===== src/hw/rtl/fetu_pkg.sv =====
// Shared types and constants for the escape-time fractal iterator.
// Used by fetu_cfg_regs, fetu_mul and escape_time_fractal_iterator_unit.
// No dependencies.
package fetu_pkg;

  // Number formats
  localparam int COORD_W   = 32;               // signed coordinate width
  localparam int FRAC_BITS = 28;               // fraction bits of coordinates
  localparam int ITER_W    = 16;               // iteration counter width
  localparam int NORM_W    = 36;               // unsigned squared-norm width
  localparam int SQ_W      = NORM_W - 1;       // one square, always below 2^(NORM_W-1)
  localparam int OPND_W    = COORD_W + 1;      // multiplier operand (holds |min|)
  localparam int PROD_W    = 2 * COORD_W;      // kept product width
  localparam int X_W       = PROD_W - (FRAC_BITS - 1); // cross term 2*a*b
  localparam int NEXT_W    = COORD_W + 6;      // candidate new z component

  // Configuration port
  localparam int CFG_IDX_W  = 3;
  localparam int CFG_DATA_W = NORM_W;
  localparam logic [CFG_IDX_W-1:0] REG_VARIANT     = 3'd0;
  localparam logic [CFG_IDX_W-1:0] REG_JULIA_MODE  = 3'd1;
  localparam logic [CFG_IDX_W-1:0] REG_CONST_RE    = 3'd2;
  localparam logic [CFG_IDX_W-1:0] REG_CONST_IM    = 3'd3;
  localparam logic [CFG_IDX_W-1:0] REG_ESCAPE_NORM = 3'd4;
  localparam logic [CFG_IDX_W-1:0] REG_ITER_LIMIT  = 3'd5;

  localparam logic [NORM_W-1:0] BAILOUT_RESET    = 36'd1073741824;  // 4.0 in Q8.28
  localparam logic [ITER_W-1:0] ITER_LIMIT_RESET = 16'd256;

  // Iteration formula codes
  localparam logic [3:0] VAR_STANDARD   = 4'd0;
  localparam logic [3:0] VAR_CONJUGATE  = 4'd1;
  localparam logic [3:0] VAR_BURN_SHIP  = 4'd2;
  localparam logic [3:0] VAR_RE_ABS_IM  = 4'd3;
  localparam logic [3:0] VAR_ABS_RE_NIM = 4'd4;
  localparam logic [3:0] VAR_ABS_S      = 4'd5;
  localparam logic [3:0] VAR_ABS_S_CONJ = 4'd6;
  localparam logic [3:0] VAR_ABS_BOTH   = 4'd7;
  localparam logic [3:0] VAR_ABS_S_REAI = 4'd8;
  localparam logic [3:0] VAR_ABS_S_NARI = 4'd9;

  typedef struct packed {
    logic [3:0]                variant;
    logic                      julia_mode;
    logic signed [COORD_W-1:0] const_re;
    logic signed [COORD_W-1:0] const_im;
    logic [NORM_W-1:0]         escape_norm;
    logic [ITER_W-1:0]         iter_limit;
  } cfg_t;

endpackage


===== src/hw/rtl/escape_time_fractal_iterator_unit.sv =====
// Escape-time fractal iterator: top level with sequencer and datapath.
// Depends on fetu_pkg, fetu_cfg_regs and fetu_mul.
//
// Usage:
//   Input stream s_axis carries one complex point per beat (Q4.28 re, im).
//   Output stream m_axis carries one result per point: escape flag,
//   iteration count and the min / max squared norm of the orbit.
//   Configuration is written through cfg_we / cfg_index / cfg_data while
//   the block is idle; writes take effect on the next point.
//   One signed multiplier is shared by every product of the orbit. Each
//   iteration steps through the cross product, new z, two squares and
//   bailout check; a step that overflows ends at the new-z state, and a
//   zero limit ends the point after the starting z has been squared.
//   s_axis_tready is high only while the block is idle, so one point is in
//   flight at a time. The result is held in an output register until
//   m_axis_tready takes it; the next point is accepted after that beat.
//   Synchronous reset returns the sequencer to idle, drops any held result
//   and loads register defaults (bailout 4.0, limit 256, standard formula).
module escape_time_fractal_iterator_unit (
  input  logic                             clk,
  input  logic                             rst,
  // Configuration write port
  input  logic                             cfg_we,
  input  logic [fetu_pkg::CFG_IDX_W-1:0]   cfg_index,
  input  logic [fetu_pkg::CFG_DATA_W-1:0]  cfg_data,
  // Point input
  input  logic                             s_axis_tvalid,
  output logic                             s_axis_tready,
  input  logic [63:0]                      s_axis_tdata,  // point_re[31:0], point_im[63:32]
  // Result output
  output logic                             m_axis_tvalid,
  input  logic                             m_axis_tready,
  output logic [95:0]                      m_axis_tdata   // escaped[0], iteration_count[16:1],
                                                          // min_norm_sq[52:17],
                                                          // max_norm_sq[88:53], zero[95:89]
);
  import fetu_pkg::*;

  localparam logic [3:0] ST_IDLE    = 4'd0;
  localparam logic [3:0] ST_SQR_RE  = 4'd1;
  localparam logic [3:0] ST_SQR_IM  = 4'd2;
  localparam logic [3:0] ST_SQR_END = 4'd3;
  localparam logic [3:0] ST_CHECK   = 4'd4;
  localparam logic [3:0] ST_CROSS   = 4'd5;
  localparam logic [3:0] ST_NEW     = 4'd6;
  localparam logic [3:0] ST_DONE    = 4'd7;

  cfg_t cfg;

  logic [3:0]                state;
  logic                      init;
  logic signed [COORD_W-1:0] zr, zi, cr, ci;
  logic [SQ_W-1:0]           zr2, zi2;
  logic signed [NEXT_W-1:0]  nr;
  logic [ITER_W-1:0]         iter;
  logic [NORM_W-1:0]         min_norm, max_norm;
  logic                      escaped;
  logic [ITER_W-1:0]         count;

  logic                      mul_en;
  logic signed [OPND_W-1:0]  mul_a, mul_b;
  logic signed [PROD_W-1:0]  prod;

  logic [3:0]                var_eff;
  logic signed [OPND_W-1:0]  zr_x, zi_x, zr_abs, zi_abs, zi_neg;
  logic signed [NORM_W-1:0]  s_diff, s_val;
  logic signed [X_W-1:0]     x_raw, x_val;
  logic signed [NEXT_W-1:0]  nr_sum, ni_sum, x_ext, ci_ext;
  logic                      nr_fits, ni_fits;
  logic [NORM_W-1:0]         n2;
  logic [ITER_W:0]           iter_inc;

  fetu_cfg_regs u_cfg (
    .clk       (clk),
    .rst       (rst),
    .cfg_we    (cfg_we),
    .cfg_index (cfg_index),
    .cfg_data  (cfg_data),
    .cfg       (cfg)
  );

  fetu_mul u_mul (
    .clk  (clk),
    .en   (mul_en),
    .a    (mul_a),
    .b    (mul_b),
    .prod (prod)
  );

  // Unknown formula codes fall back to the standard one
  assign var_eff = (cfg.variant > VAR_ABS_S_NARI) ? VAR_STANDARD : cfg.variant;

  // Operand forms of the current z
  always_comb begin
    zr_x   = {zr[COORD_W-1], zr};
    zi_x   = {zi[COORD_W-1], zi};
    zr_abs = zr[COORD_W-1] ? -zr_x : zr_x;
    zi_abs = zi[COORD_W-1] ? -zi_x : zi_x;
    zi_neg = -zi_x;
  end

  // Steer the shared multiplier
  always_comb begin
    mul_en = 1'b0;
    mul_a  = zr_x;
    mul_b  = zi_x;
    case (state)
      ST_SQR_RE: begin
        mul_en = 1'b1;
        mul_a  = zr_x;
        mul_b  = zr_x;
      end
      ST_SQR_IM: begin
        mul_en = 1'b1;
        mul_a  = zi_x;
        mul_b  = zi_x;
      end
      ST_CROSS: begin
        mul_en = 1'b1;
        case (var_eff)
          VAR_BURN_SHIP: begin
            mul_a = zr_abs;
            mul_b = zi_abs;
          end
          VAR_RE_ABS_IM, VAR_ABS_S_REAI: begin
            mul_a = zr_x;
            mul_b = zi_abs;
          end
          VAR_ABS_RE_NIM: begin
            mul_a = zr_abs;
            mul_b = zi_neg;
          end
          VAR_ABS_S_NARI: begin
            mul_a = zr_abs;
            mul_b = zi_x;
          end
          default: begin
            mul_a = zr_x;
            mul_b = zi_x;
          end
        endcase
      end
      default: ;
    endcase
  end

  // Real part: re^2 - im^2, folded for the absolute forms, plus c
  always_comb begin
    s_diff = $signed({1'b0, zr2}) - $signed({1'b0, zi2});
    s_val  = (var_eff >= VAR_ABS_S && s_diff[NORM_W-1]) ? -s_diff : s_diff;
    nr_sum = {{(NEXT_W-NORM_W){s_val[NORM_W-1]}}, s_val}
           + {{(NEXT_W-COORD_W){cr[COORD_W-1]}}, cr};
  end

  // Imaginary part: floored 2*a*b from the product, then add or subtract c
  always_comb begin
    x_raw  = prod[PROD_W-1:FRAC_BITS-1];
    x_val  = (var_eff == VAR_ABS_BOTH && x_raw[X_W-1]) ? -x_raw : x_raw;
    x_ext  = {{(NEXT_W-X_W){x_val[X_W-1]}}, x_val};
    ci_ext = {{(NEXT_W-COORD_W){ci[COORD_W-1]}}, ci};
    if (var_eff == VAR_CONJUGATE || var_eff == VAR_ABS_S_CONJ ||
        var_eff == VAR_ABS_S_NARI) begin
      ni_sum = ci_ext - x_ext;
    end else begin
      ni_sum = ci_ext + x_ext;
    end
    nr_fits = (&nr[NEXT_W-1:COORD_W-1]) || ~(|nr[NEXT_W-1:COORD_W-1]);
    ni_fits = (&ni_sum[NEXT_W-1:COORD_W-1]) || ~(|ni_sum[NEXT_W-1:COORD_W-1]);
  end

  assign n2       = {1'b0, zr2} + {1'b0, zi2};
  assign iter_inc = {1'b0, iter} + 1'b1;

  // Sequencer
  always_ff @(posedge clk) begin
    if (rst) begin
      state <= ST_IDLE;
      init  <= 1'b0;
    end else begin
      case (state)
        ST_IDLE: begin
          if (s_axis_tvalid) begin
            state    <= ST_SQR_RE;
            init     <= 1'b1;
            iter     <= '0;
            min_norm <= '1;
            max_norm <= '0;
            if (cfg.julia_mode) begin
              zr <= s_axis_tdata[COORD_W-1:0];
              zi <= s_axis_tdata[2*COORD_W-1:COORD_W];
              cr <= cfg.const_re;
              ci <= cfg.const_im;
            end else begin
              zr <= '0;
              zi <= '0;
              cr <= s_axis_tdata[COORD_W-1:0];
              ci <= s_axis_tdata[2*COORD_W-1:COORD_W];
            end
          end
        end
        ST_SQR_RE: state <= ST_SQR_IM;
        ST_SQR_IM: begin
          zr2   <= prod[FRAC_BITS+SQ_W-1:FRAC_BITS];
          state <= ST_SQR_END;
        end
        ST_SQR_END: begin
          zi2   <= prod[FRAC_BITS+SQ_W-1:FRAC_BITS];
          state <= ST_CHECK;
        end
        ST_CHECK: begin
          if (init) begin
            // Starting z only primes the squares
            init <= 1'b0;
            if (cfg.iter_limit == '0) begin
              escaped <= 1'b0;
              count   <= '0;
              state   <= ST_DONE;
            end else begin
              state <= ST_CROSS;
            end
          end else begin
            if (n2 < min_norm) min_norm <= n2;
            if (n2 > max_norm) max_norm <= n2;
            if (n2 > cfg.escape_norm) begin
              escaped <= 1'b1;
              count   <= iter;
              state   <= ST_DONE;
            end else if (iter_inc == {1'b0, cfg.iter_limit}) begin
              escaped <= 1'b0;
              count   <= cfg.iter_limit;
              state   <= ST_DONE;
            end else begin
              iter  <= iter_inc[ITER_W-1:0];
              state <= ST_CROSS;
            end
          end
        end
        ST_CROSS: begin
          nr    <= nr_sum;
          state <= ST_NEW;
        end
        ST_NEW: begin
          if (!nr_fits || !ni_fits) begin
            // Overflowed step escapes with the norm pinned at full scale
            escaped  <= 1'b1;
            count    <= iter;
            max_norm <= '1;
            state    <= ST_DONE;
          end else begin
            zr    <= nr[COORD_W-1:0];
            zi    <= ni_sum[COORD_W-1:0];
            state <= ST_SQR_RE;
          end
        end
        ST_DONE: begin
          if (m_axis_tready) state <= ST_IDLE;
        end
        default: state <= ST_IDLE;
      endcase
    end
  end

  // Handshakes and result beat
  assign s_axis_tready = (state == ST_IDLE);
  assign m_axis_tvalid = (state == ST_DONE);
  assign m_axis_tdata  = {7'd0, max_norm, min_norm, count, escaped};

endmodule


===== src/hw/rtl/fetu_cfg_regs.sv =====
// Configuration register file of the escape-time fractal iterator.
// Depends on fetu_pkg for register indexes, reset values and cfg_t.
module fetu_cfg_regs (
  input  logic                             clk,
  input  logic                             rst,
  input  logic                             cfg_we,
  input  logic [fetu_pkg::CFG_IDX_W-1:0]   cfg_index,
  input  logic [fetu_pkg::CFG_DATA_W-1:0]  cfg_data,
  output fetu_pkg::cfg_t                   cfg
);
  import fetu_pkg::*;

  // Write one register per beat; unknown indexes are dropped
  always_ff @(posedge clk) begin
    if (rst) begin
      cfg.variant     <= VAR_STANDARD;
      cfg.julia_mode  <= 1'b0;
      cfg.const_re    <= '0;
      cfg.const_im    <= '0;
      cfg.escape_norm <= BAILOUT_RESET;
      cfg.iter_limit  <= ITER_LIMIT_RESET;
    end else if (cfg_we) begin
      case (cfg_index)
        REG_VARIANT:     cfg.variant     <= cfg_data[3:0];
        REG_JULIA_MODE:  cfg.julia_mode  <= cfg_data[0];
        REG_CONST_RE:    cfg.const_re    <= cfg_data[COORD_W-1:0];
        REG_CONST_IM:    cfg.const_im    <= cfg_data[COORD_W-1:0];
        REG_ESCAPE_NORM: cfg.escape_norm <= cfg_data[NORM_W-1:0];
        REG_ITER_LIMIT:  cfg.iter_limit  <= cfg_data[ITER_W-1:0];
        default: ;
      endcase
    end
  end

endmodule


===== src/hw/rtl/fetu_mul.sv =====
// Shared signed multiplier with a registered product.
// Depends on fetu_pkg for operand and product widths.
module fetu_mul (
  input  logic                                clk,
  input  logic                                en,
  input  logic signed [fetu_pkg::OPND_W-1:0]  a,
  input  logic signed [fetu_pkg::OPND_W-1:0]  b,
  output logic signed [fetu_pkg::PROD_W-1:0]  prod
);
  import fetu_pkg::*;

  logic signed [2*OPND_W-1:0] full;

  // Magnitudes never exceed 2^(COORD_W-1), so the product fits PROD_W bits
  assign full = a * b;

  always_ff @(posedge clk) begin
    if (en) begin
      prod <= full[PROD_W-1:0];
    end
  end

endmodule


===== config.mk =====
export PLATFORM = sky130hd
export DESIGN_NAME = escape_time_fractal_iterator_unit
export DESIGN_NICKNAME = d
export VERILOG_FILES = /design/src/hw/rtl/fetu_pkg.sv /design/src/hw/rtl/escape_time_fractal_iterator_unit.sv /design/src/hw/rtl/fetu_cfg_regs.sv /design/src/hw/rtl/fetu_mul.sv
export SDC_FILE = /design/constraint.sdc
export NUM_CORES = 2
export LEC_CHECK = 0
export BUFFER_PORTS_ARGS = -buffer_cell sky130_fd_sc_hd__buf_2
export CAP_MARGIN = 20
export CORE_MARGIN = 2
export CORE_UTILIZATION = 40
export CTS_CLUSTER_SIZE = 24
export DETAILED_ROUTE_END_ITERATION = 12
export PLACE_DENSITY = 0.52
export SKIP_LAST_GASP = 1
export SYNTH_ARGS = -nofsm -noshare
export SYNTH_HDL_FRONTEND = slang
export SYNTH_SLANG_ARGS = --single-unit

===== constraint.sdc =====
create_clock -name clk -period 16.2 [get_ports clk]
set_input_delay 0 -clock clk [delete_from_list [all_inputs] [get_ports clk]]
set_output_delay 0 -clock clk [all_outputs]
set_load 0.005 [all_outputs]

# Yosys cells after proc, flatten, opt, wreduce, memory -nomap -nowiden

Index checks and enable logic that the tools add are counted.
Widths: inputs -> output; s select.

Flip-flop bits (word level): 531
Output and inout port bits: 98
Word-level logic and storage cells: 169

Add/sub/neg operators: 10
Multiply operators: 1
Order comparisons: 5
Eq/ne operators: 32
Mux-type cells: 57
Bitwise gates (word level): 3
Reductions and logical operators: 40

Operators with widths:

| cell               | number |
|---|---|
| $mux 36            | 8 |
| $mux 32            | 8 |
| $pmux 33 s2        | 3 |
| $mux 16            | 9 |
| $pmux 32 s2        | 2 |
| $pmux 36 s3        | 1 |
| $mux 33            | 3 |
| $gt 36x36->1       | 2 |
| $pmux 36 s2        | 1 |
| $neg 32->33        | 2 |
| $mul 33x33->64     | 1 |
| $pmux 16 s2        | 2 |
| $add 32x37->38     | 1 |
| $mux 38            | 1 |
| $sub 32x37->38     | 1 |
| $add 36x32->37     | 1 |
| $mux 37            | 1 |
| $neg 37->37        | 1 |
| $add 35x35->36     | 1 |
| $lt 36x36->1       | 1 |
| $neg 36->36        | 1 |
| $sub 35x35->36     | 1 |
| $pmux 4 s8         | 1 |
| $eq 4x3->1 const B | 7 |
| other kinds (36)   | 88 |

# Longest topological paths before layout

Depth in word-level cells: 14
Mapped depth: 41
Mapped depth without buffers: 39

# By module

Synthesis repeated with hierarchy kept, for this count alone.

Cell total of the unflattened synthesis: 7868
Area, all modules: 73992.2 µm²

By module, submodules not included:

| module                            | times used | cells an instance | area an instance (µm²) | seq. area each (µm²) |
|---|---|---|---|---|
| fetu_mul                          | 1          | 4166              | 40018.4                | 1921.8 |
| escape_time_fractal_iterator_unit | 1          | 3260              | 29117.9                | 10289.9 |
| fetu_cfg_regs                     | 1          | 442               | 4855.9                 | 2422.3 |

# Least setup slack after synthesis

No wires, ideal clock.

Kind: register -> register
Start: register zr[1]
End: register u_mul.prod[63] in the netlist's numbering (data pin)
Setup time: 261 ps
Arrival: 10574 ps
Required time: 15939 ps
Setup slack: 5365 ps
Stages on the path, launching flop included: 39
Cells stage by stage: edfxtp_1 > or3_1 > or3_1 > or3_4 > or2_1 > or3_4 > or2_1 > or3_4 > a211o_1 > o211ai_1 > clkbuf_1 > nor2_1 > fa_1 > inv_1 > fa_1 > inv_1 > fa_1 > inv_1 > [3 not listed] > fa_1 > fa_1 > inv_1 > fa_1 > inv_1 > ha_1 > a2111oi_0 > o2111ai_1 > and3_1 > a21o_1 > o22ai_1 > nor3_1 > o311ai_1 > a21boi_1 > a21bo_2 > a21oi_1 > o21ai_0 > xnor2_1

Cells in the longest elaborated chain, start to end: 5
Elaborated cells on any way between the ends: 6

RTL lines:

| item                   | RTL line                                 | source |
|---|---|---|
| start, declared        | escape_time_fractal_iterator_unit.sv:52  | `logic signed [COORD_W-1:0] zr, zi, cr, ci;` |
| start signal, assigned | escape_time_fractal_iterator_unit.sv:189 | `zr <= s_axis_tdata[COORD_W-1:0];` |
| start signal, assigned | escape_time_fractal_iterator_unit.sv:250 | `zr <= nr[COORD_W-1:0];` |
| $neg 32->33            | escape_time_fractal_iterator_unit.sv:97  | `zr_abs = zr[COORD_W-1] ? -zr_x : zr_x;` |
| $mux 33                | escape_time_fractal_iterator_unit.sv:97  |  |
| $mux 33                | escape_time_fractal_iterator_unit.sv:120 | `case (var_eff)` |
| $pmux 33 s2            | escape_time_fractal_iterator_unit.sv:107 | `case (state)` |
| $mul 33x33->64 *       | fetu_mul.sv:15                           | `assign full = a * b;` |
| via u_mul.full[63]     | fetu_mul.sv:12                           | `logic signed [2*OPND_W-1:0] full;` |
| end signal, assigned   | fetu_mul.sv:19                           | `prod <= full[PROD_W-1:0];` |
| end, declared          | fetu_mul.sv:8                            | `output logic signed [fetu_pkg::PROD_W-1:0] prod` |

Mark *: on every way through the listed nets, which the timed path passes. The rest lies on a longest branch.
A chain may end at the register's enable or synchronous reset.

# Worst setup path in the final report

Same ends and word-level chain as after synthesis.

==> impl_metrics.py <==
metrics = {
    "status": {
        "status": "finished clean",
    },
    "synthesis": {
        "synth_compound_area_frac": 0.1050,
        "synth_simple_gate_area_frac": 0.1512,
        "synth-seq-area-share": 0.1955,
        "synth_flop_cell": "edfxtp_1",
        "ys_seq_elements": 502,
        "synth_top_family_by_area": "adder cells",
        "ys_warn_count": 0,
        "avgSynthCellArea_um2": 9.034,
        "async_reset_ff_frac": 0,
        "synth_edf_count": 377,
        "synth_area_um2": 70700,
        "synth-xor-area-share": 0.03750,
        "syn_inst": 7826,
        "synth_cell_types": 100,
        "synthMuxAreaShare": 0.01432,
        "synth_adder_area_share": 0.4015,
    },
    "clock_tree": {
        "cts_max_level": 2,
        "cts_buffer_depth": 3,
        "numCtsBuffers": 55,
        "cts_tree": "built",
        "clock_sinks": 502,
        "clk_pin_slew_worst_paths_ns": 0.06,
        "cts_root_buffer": "clkbuf_16",
        "clock_latency_ns": 0.69,
        "cts.repair.resized": 0,
    },
    "finish": {
        "areaGrowthSynthToFinish_pct": 9.790,
        "nFillCells": 17353,
        "nets": 9647,
        "finalInstanceArea_um2": 77620,
        "final_common_cell": "inv_1",
        "drive_gt1_frac": 0.07793,
        "layout_common_cells": "1370 x inv_1, 1127 x fa_1, 1047 x nand2_1",
    },
    "setup_path": {
        "crit_required_ns": 16.55,
        "end_kind": "flop",
        "cpMaxStageDelayCell": "a21oi_4",
        "crit_arrival_ns": 13.73,
        "crit_path_max_fanout": 21,
        "crit_path_start_kind": "flop",
        "crit_type": "reg2reg",
        "crit_top_cell": "fa_1",
        "slowest_delay_ns": 0.87,
    },
    "sta": {
        "setup_tns_ns": 0,
        "slew-limit-headroom": 0.1852,
        "tightest_slew_ns": 1.222,
        "holdWs_ns": 0.1881,
        "rsz0062_at_grt": "no",
        "finalWorstPathRequiredPeriod_ns": 13.38,
        "slew_viol_final": 0,
        "finalHoldViolations": 0,
        "finalClockSkew_ns": 0.07549,
        "fmax_mhz": 74.74,
        "timing.final.crit_share": 0.8259,
        "setup_viol": 0,
    },
    "placed_design": {
        "portBuffers": 198,
        "dp_hpwl_um": 195700,
        "routabilityCongestion": 0.9431,
        "placed_area_um2": 74640,
    },
    "floorplan": {
        "die_w_um": 424.4,
        "row_count": 154,
        "ios": 206,
        "dieArea_um2": 180100,
        "core-area_um2": 175900,
        "start_util": 0.4019,
        "die-height_um": 424.4,
    },
    "global_route": {
        "grt_use_total": 0.2812,
        "grt_pass1_wl_um": 377500,
        "overflow": 0,
        "grt_max_degree": 69,
        "grt_pass1_vias": 57826,
        "antenna_found_initial": 28,
    },
    "routing": {
        "vias": 57181,
        "dr.pass1.iters": 8,
        "drtIter0Drc": 5328,
        "drcViolationCount": 0,
        "via_per_inst": 5.532,
        "wire_per_inst_um": 24.51,
        "wl_um": 253300,
        "ant_nets": 0,
    },
    "run": {
        "max_cap_violations": 0,
    },
    "min_path": {
        "min_path_type": "in2reg",
    },
}
[registers in the layout, indices dropped and copies added, names as in the netlist, 3 cells and up]
name	count
u_cfg.cfg	121
nr	37
u_mul.prod	37
max_norm	36
min_norm	36
zi2	35
zr2	35
ci	32
cr	32
zi	32
zr	32
count	16
iter	16
state	3
[cell type report]
type                    count  area (µm²)  area share
multi-input cells        5568       50670      0.6528
flip-flops and latches    502       13830      0.1782
inverters                1371        5146     0.06630
repair buffers            449        3217     0.04144
well taps                2340        2928     0.03772
clock buffers              88        1624     0.02092
clock inverters            16       201.4    0.002595
diodes                      3       7.507  0.00009672
[cell usage after synthesis (34+ instances only)]
library cell	number	area share
a21oi_1	400	0.028
nand2b_1	72	0.0064
o21a_1	44	0.0047
o21ai_0	187	0.013
nor2_1	743	0.039
clkbuf_1	343	0.018
or3_1	40	0.0035
a31oi_1	42	0.0037
inv_1	1370	0.073
nand2_1	1048	0.056
nand3_1	120	0.0085
dfxtp_1	125	0.035
ha_1	464	0.082
a21o_1	123	0.013
xnor2_1	204	0.025
o211ai_1	34	0.0036
mux2_2	65	0.010
fa_1	1128	0.32
nor2b_1	43	0.0038
edfxtp_1	377	0.16
nor4_1	43	0.0038
and2_1	53	0.0047
xor2_1	95	0.012
nor3_1	70	0.0050
nand4_1	52	0.0046
[final timing paths]
| path | start | end | slack (ns) | depth (start not counted) |
|---|---|---|---|---|
| min | s_axis_tdata[0] | cr[0]$_DFFE_PP_ | 0.19 | 3 |
| max | zr[1]$_DFFE_PP_ | u_mul.prod[63]$_DFFE_PP_ | 2.82 | 36 |
| min reg2reg | u_cfg.cfg[29]$_SDFFE_PP0P_ | u_cfg.cfg[29]$_SDFFE_PP0P_ | 0.45 | 2 |
| max reg2reg | zr[1]$_DFFE_PP_ | u_mul.prod[63]$_DFFE_PP_ | 2.82 | 36 |
[repair_timing]
item / CTS / global route
hold endpoints to repair: 244 / 0
buffers inserted: 0 / 0
hold buffers: 112 / 0
[logic make-up after synthesis]
kind of cell	count (synthesis)
other cells	1
xor+xnor	301
buf+inv	1762
compound gates	1152
fa+ha+maj	1592
flops	502
mux	93
simple gates	2423
[critical path, delay by kind of cell, from the launching register on]
family | cells | cell delay [ns]
flops | 1 | 0.48
simple gates | 10 | 3.76
fa+ha+maj | 9 | 4.32
buf+inv | 6 | 0.43
xor+xnor | 1 | 0.15
compound gates | 10 | 3.88
[metrics by stage]
| stage | utilization | setup WS [ns] | cells |
|---|---|---|---|
| after floorplan | - | 5.365 | 7832 |
| after global placement | 0.4238 | 3.357 | 10112 |
| after detailed placement | 0.4243 | 3.239 | 10116 |
| after CTS | 0.4410 | 3.102 | 10332 |
| after global routing | 0.4412 | 2.493 | 10335 |
| final | 0.4412 | 2.820 | 10337 |
[per-layer routing]
layer,part of all wire,vias to the layer above,track usage
li1,-,25240,-
met1,0.43,29239,0.3938
met2,0.46,2278,0.4515
met3,0.078,420,0.03977
met4,0.036,4,0.08553
met5,0.00011,-,0
Power is not shown: default switching activity piles up to over one toggle a cycle in this logic, so the estimate is an artifact.
